--- config.mk ---
export PLATFORM = sky130hd
export DESIGN_NAME = ppx_unpack
export DESIGN_NICKNAME = d
export VERILOG_FILES = /design/src/design/ppx_pkg.sv /design/src/design/ppx_unpack.sv
export SDC_FILE = /design/constraint.sdc
export NUM_CORES = 1
export LEC_CHECK = 0
export BUFFER_PORTS_ARGS = -buffer_cell sky130_fd_sc_hd__buf_2
export CORE_ASPECT_RATIO = 0.5
export CORE_MARGIN = 3
export CORE_UTILIZATION = 56
export CTS_CLUSTER_DIAMETER = 80
export CTS_CLUSTER_SIZE = 30
export DETAILED_ROUTE_END_ITERATION = 6
export PLACE_DENSITY = 0.77
export SYNTH_ARGS = -nofsm -noshare
export SYNTH_HDL_FRONTEND = slang
export SYNTH_SLANG_ARGS = --single-unit
--- constraint.sdc ---
create_clock -name clk -period 4.3 [get_ports clk]
set_clock_uncertainty 0.15 [all_clocks]
set_input_delay 0.43 -clock clk [delete_from_list [all_inputs] [get_ports clk]]
set_output_delay 0.43 -clock clk [all_outputs]
set_load 0.005 [all_outputs]
--- src/design/ppx_pkg.sv ---
// ---------------------------------------------------------------------------
// ppx_pkg : shared types and constants of the packed palette pixel expander
// Sizes, register indexes, format codes and the word types between modules.
// ---------------------------------------------------------------------------
package ppx_pkg;

	localparam int PALETTE_ENTRIES = 256;
	localparam int PAL_AW          = $clog2(PALETTE_ENTRIES);
	localparam int PAL_W           = 32;
	localparam int BYTE_W          = 8;
	localparam int ROW_W           = 16;
	localparam int CNT_W           = 4;
	localparam int CFG_IDX_W       = 2;
	localparam int CFG_DATA_W      = 16;
	localparam int OUTQ_DEPTH      = 3;
	localparam int OUTQ_AW         = 2;

	// configuration register indexes
	localparam logic [CFG_IDX_W-1:0] REG_DEPTH     = 2'd0;
	localparam logic [CFG_IDX_W-1:0] REG_FORMAT    = 2'd1;
	localparam logic [CFG_IDX_W-1:0] REG_ROW_WIDTH = 2'd2;

	// output formats
	localparam logic [1:0] FMT_INDEX = 2'd0;
	localparam logic [1:0] FMT_RGB   = 2'd1;
	localparam logic [1:0] FMT_RGBA  = 2'd2;

	// source depths
	localparam logic [1:0] DEPTH_1BPP = 2'd0;
	localparam logic [1:0] DEPTH_2BPP = 2'd1;
	localparam logic [1:0] DEPTH_4BPP = 2'd2;
	localparam logic [1:0] DEPTH_8BPP = 2'd3;

	// input word kinds
	localparam logic KIND_BYTE    = 1'b0;
	localparam logic KIND_PAL_WR  = 1'b1;

	// pixel on its way from the unpacker to the palette read stage
	typedef struct packed {
		logic [BYTE_W-1:0] idx;
		logic              in_range;
		logic              row_end;
		logic              last;
	} pix_info_t;

	// finished result word
	typedef struct packed {
		logic [BYTE_W-1:0] pixel_index;
		logic [BYTE_W-1:0] red;
		logic [BYTE_W-1:0] green;
		logic [BYTE_W-1:0] blue;
		logic [BYTE_W-1:0] alpha;
		logic              row_end;
		logic              last;
	} pix_out_t;

	function automatic logic [CNT_W-1:0] pixels_per_byte(input logic [1:0] depth);
		logic [CNT_W-1:0] n;
		case (depth)
			DEPTH_1BPP: n = 4'd8;
			DEPTH_2BPP: n = 4'd4;
			DEPTH_4BPP: n = 4'd2;
			default:    n = 4'd1;
		endcase
		return n;
	endfunction

endpackage

--- src/design/ppx_unpack.sv ---
// ---------------------------------------------------------------------------
// ppx_unpack : byte unpacker and row counter
// Holds one source byte and hands out one pixel index per issue cycle.
// ---------------------------------------------------------------------------
module ppx_unpack (
	input  logic                      clk,
	input  logic                      arst_n,
	input  logic                      start,
	input  logic [ppx_pkg::BYTE_W-1:0] source_byte,
	input  logic [1:0]                depth_code,
	input  logic [ppx_pkg::ROW_W-1:0] row_width,
	input  logic                      can_issue,
	output logic                      busy,
	output logic                      issue,
	output ppx_pkg::pix_info_t        info
);
	import ppx_pkg::*;

	logic [BYTE_W-1:0] sh_q;
	logic [CNT_W-1:0]  rem_q;
	logic [1:0]        dep_q;
	logic              busy_q;
	logic [ROW_W-1:0]  row_cnt_q;

	logic [BYTE_W-1:0] idx;
	logic [BYTE_W-1:0] sh_next;
	logic [ROW_W:0]    done;
	logic [ROW_W:0]    limit;
	logic              rend;
	logic              lst;

	// top pixel of the remaining bits, and the byte shifted past it
	always_comb begin
		case (dep_q)
			DEPTH_1BPP: begin
				idx     = {7'd0, sh_q[7]};
				sh_next = {sh_q[6:0], 1'b0};
			end
			DEPTH_2BPP: begin
				idx     = {6'd0, sh_q[7:6]};
				sh_next = {sh_q[5:0], 2'd0};
			end
			DEPTH_4BPP: begin
				idx     = {4'd0, sh_q[7:4]};
				sh_next = {sh_q[3:0], 4'd0};
			end
			default: begin
				idx     = sh_q;
				sh_next = '0;
			end
		endcase
	end

	// row width zero stands for a full 65536 pixel row
	assign limit = (row_width == '0) ? {1'b1, {ROW_W{1'b0}}} : {1'b0, row_width};
	assign done  = {1'b0, row_cnt_q} + {{ROW_W{1'b0}}, 1'b1};
	assign rend  = (done >= limit);
	assign lst   = rend || (rem_q == 4'd1);

	assign issue         = busy_q && can_issue;
	assign busy          = busy_q;
	assign info.idx      = idx;
	assign info.in_range = ({1'b0, idx} < 9'(PALETTE_ENTRIES));
	assign info.row_end  = rend;
	assign info.last     = lst;

	always_ff @(posedge clk or negedge arst_n) begin
		if (!arst_n) begin
			busy_q    <= 1'b0;
			rem_q     <= '0;
			row_cnt_q <= '0;
		end else if (start) begin
			busy_q <= 1'b1;
			rem_q  <= pixels_per_byte(depth_code);
		end else if (issue) begin
			busy_q    <= !lst;
			rem_q     <= rem_q - 4'd1;
			row_cnt_q <= rend ? '0 : done[ROW_W-1:0];
		end
	end

	always_ff @(posedge clk) begin
		if (start) begin
			sh_q  <= source_byte;
			dep_q <= depth_code;
		end else if (issue) begin
			sh_q <= sh_next;
		end
	end

	a_busy_has_pixels: assert property (@(posedge clk) disable iff (!arst_n)
		busy_q |-> rem_q != '0)
		else $error("unpacker busy with no pixels left");

	a_last_ends_byte: assert property (@(posedge clk) disable iff (!arst_n)
		issue && lst |=> !busy_q)
		else $error("unpacker still busy after last pixel");

	a_more_keeps_busy: assert property (@(posedge clk) disable iff (!arst_n)
		issue && !lst |=> busy_q && rem_q == $past(rem_q) - 4'd1)
		else $error("unpacker lost pixels of a byte");

endmodule

### Word level (Yosys, flattened, before mapping)

Cells that the tools add are included.

| storage, ports and cells | value |
|---|---|
| register bits | 31 |
| bits of input ports | 30 |
| output and inout port bits | 13 |
| logic and storage cells | 33 |

| operators by class | value |
|---|---|
| $add $sub $neg | 2 |
| order comparisons | 1 |
| eq/ne operators | 5 |
| mux-type cells | 11 |
| bitwise operators | 1 |
| reductions and logical operators | 8 |

Operator list:

| kind | count |
|---|---|
| $pmux W8 S3 | 2 |
| $add A16 B1 Y17 const B | 1 |
| $ge A17 B17 Y1 | 1 |
| $mux W17 | 1 |
| $logic_not A16 Y1 | 1 |
| $mux W16 | 1 |
| $mux W8 | 2 |
| $pmux W4 S3 | 1 |
| $mux W4 | 2 |
| $eq A2 B1 Y1 const B | 2 |
| $eq A2 B2 Y1 const B | 2 |
| $eq A4 B1 Y1 const B | 1 |
| $logic_not A2 Y1 | 2 |
| $sub A4 B1 Y4 const B | 1 |
| $mux W1 | 2 |
| $reduce_and A2 Y1 | 1 |
| $reduce_bool A2 Y1 | 1 |
| $logic_and A1 B1 Y1 | 1 |
| $logic_not A1 Y1 | 1 |
| $logic_or A1 B1 Y1 | 1 |
| $not A1 Y1 | 1 |

### Logic depth before layout (Yosys ltp)

| logic depth | value |
|---|---|
| word-level depth | 7 |
| mapped depth | 15 |

### Worst setup path before layout

OpenSTA, ideal clock, no wires.

| path | value |
|---|---|
| path type | reg-to-output |
| start | reg row_cnt_q[0] |
| end | out info[0] in the netlist's numbering |
| arrival | 2649 ps |
| data required time | 3720 ps |
| slack | 1071 ps |
| stages on the path, launching flop included | 13 |
| cells stage by stage | dfrtp_1 ha_1 and4_4 nand2_1 xnor2_1 ha_1 and2_0 a221o_1 a22oi_1 o211ai_1 buf_2 or2_2 buf_4 |

| between the ends | value |
|---|---|
| word-level cells in the longest chain between the ends | 3 |

RTL lines:

| item | RTL line | text |
|---|---|---|
| start: declaration | ppx_unpack.sv:23 | `logic [ROW_W-1:0] row_cnt_q;` |
| start signal: assignment | ppx_unpack.sv:78 | `row_cnt_q <= rend ? '0 : done[ROW_W-1:0];` |
| $add A16 B1 Y17 | ppx_unpack.sv:56 | `assign done = {1'b0, row_cnt_q} + {{ROW_W{1'b0}}, 1'b1};` |
| $ge A17 B17 Y1 | ppx_unpack.sv:57 | `assign rend = (done >= limit);` |
| named net rend | ppx_unpack.sv:29 | `logic rend;` |
| $logic_or A1 B1 Y1 | ppx_unpack.sv:58 | `assign lst = rend \|\| (rem_q == 4'd1);` |
| end: declaration | ppx_unpack.sv:15 | `output ppx_pkg::pix_info_t info` |

The timed path passes the listed nets, and every way through them passes these cells.

==> results.sh <==
export IMPL_die_x_um=98.2
export IMPL_cts_hold_buf=1
export IMPL_start_util_pct=59.8
export IMPL_post_cts_resized=0
export IMPL_hold_viol=0
export IMPL_end_kind="output port"
export IMPL_holdPathStages=1
export IMPL_fin_hold_ws_ps=217
export IMPL_syn_inst=275
export IMPL_worst_ep_required_time_ps=3720
export IMPL_drv_slew=0
export IMPL_relSlewSlack_pct=55.7
export IMPL_period_minus_slack_ps=4010
export IMPL_r2r_end="row_cnt_q[0]"
export IMPL_seq_power_share_pct=46.5
export IMPL_cts_root_buffer="clkbuf_8"
export IMPL_synth_edf_count=10
export IMPL_synth_seq_cells=31
export IMPL_grt_met3_usage_pct=4.82
export IMPL_antenna_found_initial=0
export IMPL_grt_busiest_layer="met2"
export IMPL_htreeDepth=2
export IMPL_avgSynthCellArea_um2=8.66
export IMPL_syn_area_um2=2380
export IMPL_crit_type="flop to output port"
export IMPL_grtUsageMet2_pct=33.9
export IMPL_dp_hpwl_um=3950
export IMPL_grt_first_pass_wirelength_um=8760
export IMPL_die_h_um=52.1
export IMPL_clockBufferDepth=2
export IMPL_drive_gt1_share_pct=19.5
export IMPL_nets=358
export IMPL_p_leak_nw=1.29
export IMPL_io_pins=43
export IMPL_hold_class="primary input to flop"
export IMPL_yosysWarnings=0
export IMPL_ys_types=48
export IMPL_antenna_cells=0
export IMPL_powerDensity_nw_per_um2=331
export IMPL_async_flop_share_pct=67.7
export IMPL_ys_seq_area_share_pct=34.7
export IMPL_timing_final_crit_share_pct=93.3
export IMPL_grtUsageTotal_pct=21.6
export IMPL_synth_main_ff_cell="dfrtp_1"
export IMPL_ir_worst_vdd_v=0.000185
export IMPL_die_area_um2=5120
export IMPL_first_iter_violations=89
export IMPL_sw_frac_of_total_pct=34.2
export IMPL_r2r_start="row_cnt_q[2]"
export IMPL_grt_max_degree=27
export IMPL_drt_antenna_violating_nets=0
export IMPL_n_fill_cell=341
export IMPL_r2r_slack_ps=770
export IMPL_critPathMaxFanout=20
export IMPL_gr_total_overflow=0
export IMPL_routedWlPerCell_um=14.2
export IMPL_io_buffers=41
export IMPL_fmax_mhz=249
export IMPL_gr_usage_met1_pct=30.5
export IMPL_gp_congestion=0.912
export IMPL_crit_path_start_kind="flop"
export IMPL_finalSetupViolCount=0
export IMPL_fp_row_count=16
export IMPL_p_switching_w=0.000301
export IMPL_combPwrFrac_pct=29.5
export IMPL_worst_pin_slew_ps=662
export IMPL_rsz0062_at_grt="false"
export IMPL_vias=2044
export IMPL_core_area_um2=3980
export IMPL_routed_wl_um=5130
export IMPL_syn_num_nets=325
export IMPL_routed_via_density=5.65
export IMPL_firstDrtPassIters=4
export IMPL_worst_r2r_path_depth=14
export IMPL_post_cts_buffers=0
export IMPL_grt_pass1_vias=1846
export IMPL_drv_cap=0
export IMPL_cts_tree="built"
export IMPL_setup_tns_ps=0
export IMPL_outcome="complete, no violations"
export IMPL_drc=0
export IMPL_cts_sinks=31
export IMPL_p_clk_share_pct=24.1
export IMPL_area_growth_syn_to_layout_pct=11.9
export IMPL_arrival_ps=3430
export IMPL_hp_start="depth_code[0]"
export IMPL_internal_power_w=0.000580
export IMPL_hold_end="dep_q[0]"
export IMPL_clk_pin_slew_ps=70
export IMPL_cts_buffers=5
export IMPL_clkLatencyLatePin_ps=280
## power groups by stage
stage	clock, W	combinational, W	sequential (W)
after global placement	0	0.000246	0.000409
after CTS	0.000215	0.000262	0.000408
final	0.000212	0.000260	0.000409
after global routing	0.000230	0.000297	0.000417
after floorplan	0	0.000214	0.000382
after detailed placement	0	0.000260	0.000413
## cells in the mapped netlist, types with 3 or more instances
| master | instances | area, um^2 |
|---|---|---|
| a21o_1 | 10 | 75.1 |
| a21oi_1 | 19 | 95.1 |
| a22o_1 | 3 | 26.3 |
| and3_1 | 4 | 25.0 |
| buf_4 | 4 | 30.0 |
| clkbuf_1 | 9 | 33.8 |
| dfrtp_1 | 21 | 526 |
| edfxtp_1 | 10 | 300 |
| ha_1 | 20 | 250 |
| inv_1 | 22 | 82.6 |
| mux2i_1 | 4 | 40.0 |
| nand2_1 | 33 | 124 |
| nand2b_1 | 3 | 18.8 |
| nand3_1 | 7 | 35.0 |
| nand4_1 | 6 | 37.5 |
| nor2_1 | 12 | 45.0 |
| nor2b_1 | 7 | 43.8 |
| nor4_1 | 6 | 37.5 |
| o21ai_0 | 15 | 75.1 |
| o22ai_1 | 4 | 25.0 |
| o31ai_1 | 3 | 22.5 |
| or3_1 | 4 | 25.0 |
| xnor2_1 | 13 | 114 |
| xor2_1 | 4 | 35.0 |
## worst max-delay path, cell delays in order (launching register included)
cell	delay, ps
dfrtp_1	480
nand3_2	150
nor3_4	280
nand3_2	150
or2_0	240
xor2_1	180
inv_1	70
ha_1	300
nand4_1	120
nor3_1	350
nand4_1	130
o211ai_1	190
buf_4	250
or2_2	160
buf_2	100
## per-stage QoR
stage | power (W) | setup WS, ps | util (%) | cells | area [um^2]
2_1_floorplan | 0.000596 | 1070 | - | 275 | 2380
3_3_place_gp | 0.000655 | 850 | 64.7 | 354 | 2580
3_5_place_dp | 0.000672 | 620 | 64.7 | 354 | 2580
4_1_cts | 0.000885 | 305 | 66.9 | 362 | 2670
5_1_grt | 0.000945 | 69.2 | 66.9 | 362 | 2670
6_report | 0.000881 | 287 | 66.9 | 362 | 2670
## layout by cell type, fill, tap and decap left out, types with 4 or more instances in the layout
master and n:
xor2_1 4, mux2i_1 4, and3_1 4, ha_1 20, inv_1 22, nand3_1 7, nor2b_1 7, dfrtp_1 21
nor4_1 6, a21oi_1 19, nand2_1 33, edfxtp_1 10, o21ai_0 15, nand4_1 6, xnor2_1 13, o22ai_1 4
or3_1 4, clkbuf_8 5, nor2_1 12, buf_2 41, a21o_1 10
## sequential cells by signal (all words and copies together), names as in the netlist
name       flops
busy           1
dep_q          2
rem_q          4
row_cnt_q     16
sh_q           8
## final cells by class
cell class / count / area (um^2) / share of cell area (%)
clock buffer: 5 / 68.8 / 2.58
clock inverter: 2 / 8.76 / 0.329
tap: 54 / 67.6 / 2.54
multi-input combinational: 205 / 1390 / 52.1
timing repair buffer: 43 / 223 / 8.36
sequential: 31 / 826 / 31.0
inverter: 22 / 82.6 / 3.10
## metal layers
metal | part of all wire, % | vias to the layer above
met5 | 0 | -
li1 | - | 1030
met2 | 43 | 74
met3 | 6.7 | 6
met4 | 0.97 | 0
met1 | 50 | 934
## how the worst max path moves through the flow
stage / from / endpoint / slack (ps) / depth (start not counted)
6_report: row_cnt_q[2] / info[0] / 290 / 14
3_3_place_gp: row_cnt_q[2] / info[0] / 850 / 14
2_1_floorplan: row_cnt_q[0] / info[0] / 1070 / 12
3_5_place_dp: row_cnt_q[2] / info[0] / 620 / 14
4_1_cts: row_cnt_q[2] / info[0] / 310 / 14
5_1_grt: row_cnt_q[2] / info[0] / 70 / 14
## logic make-up (layout without fill, tap and decap cells)
family,count (synthesis),in the layout,synth area share (%)
AO/OA/AOI/OAI,61,61,15.8
XOR/XNOR,17,17,6.25
adder cells (fa/ha/maj),20,20,10.5
buffers and inverters,39,72,6.99
flip-flops,31,31,34.7
multiplexers,7,7,3.57
other,1,1,0.157
AND/OR/NAND/NOR,99,99,22.1
(Power assumes the default switching activity.)
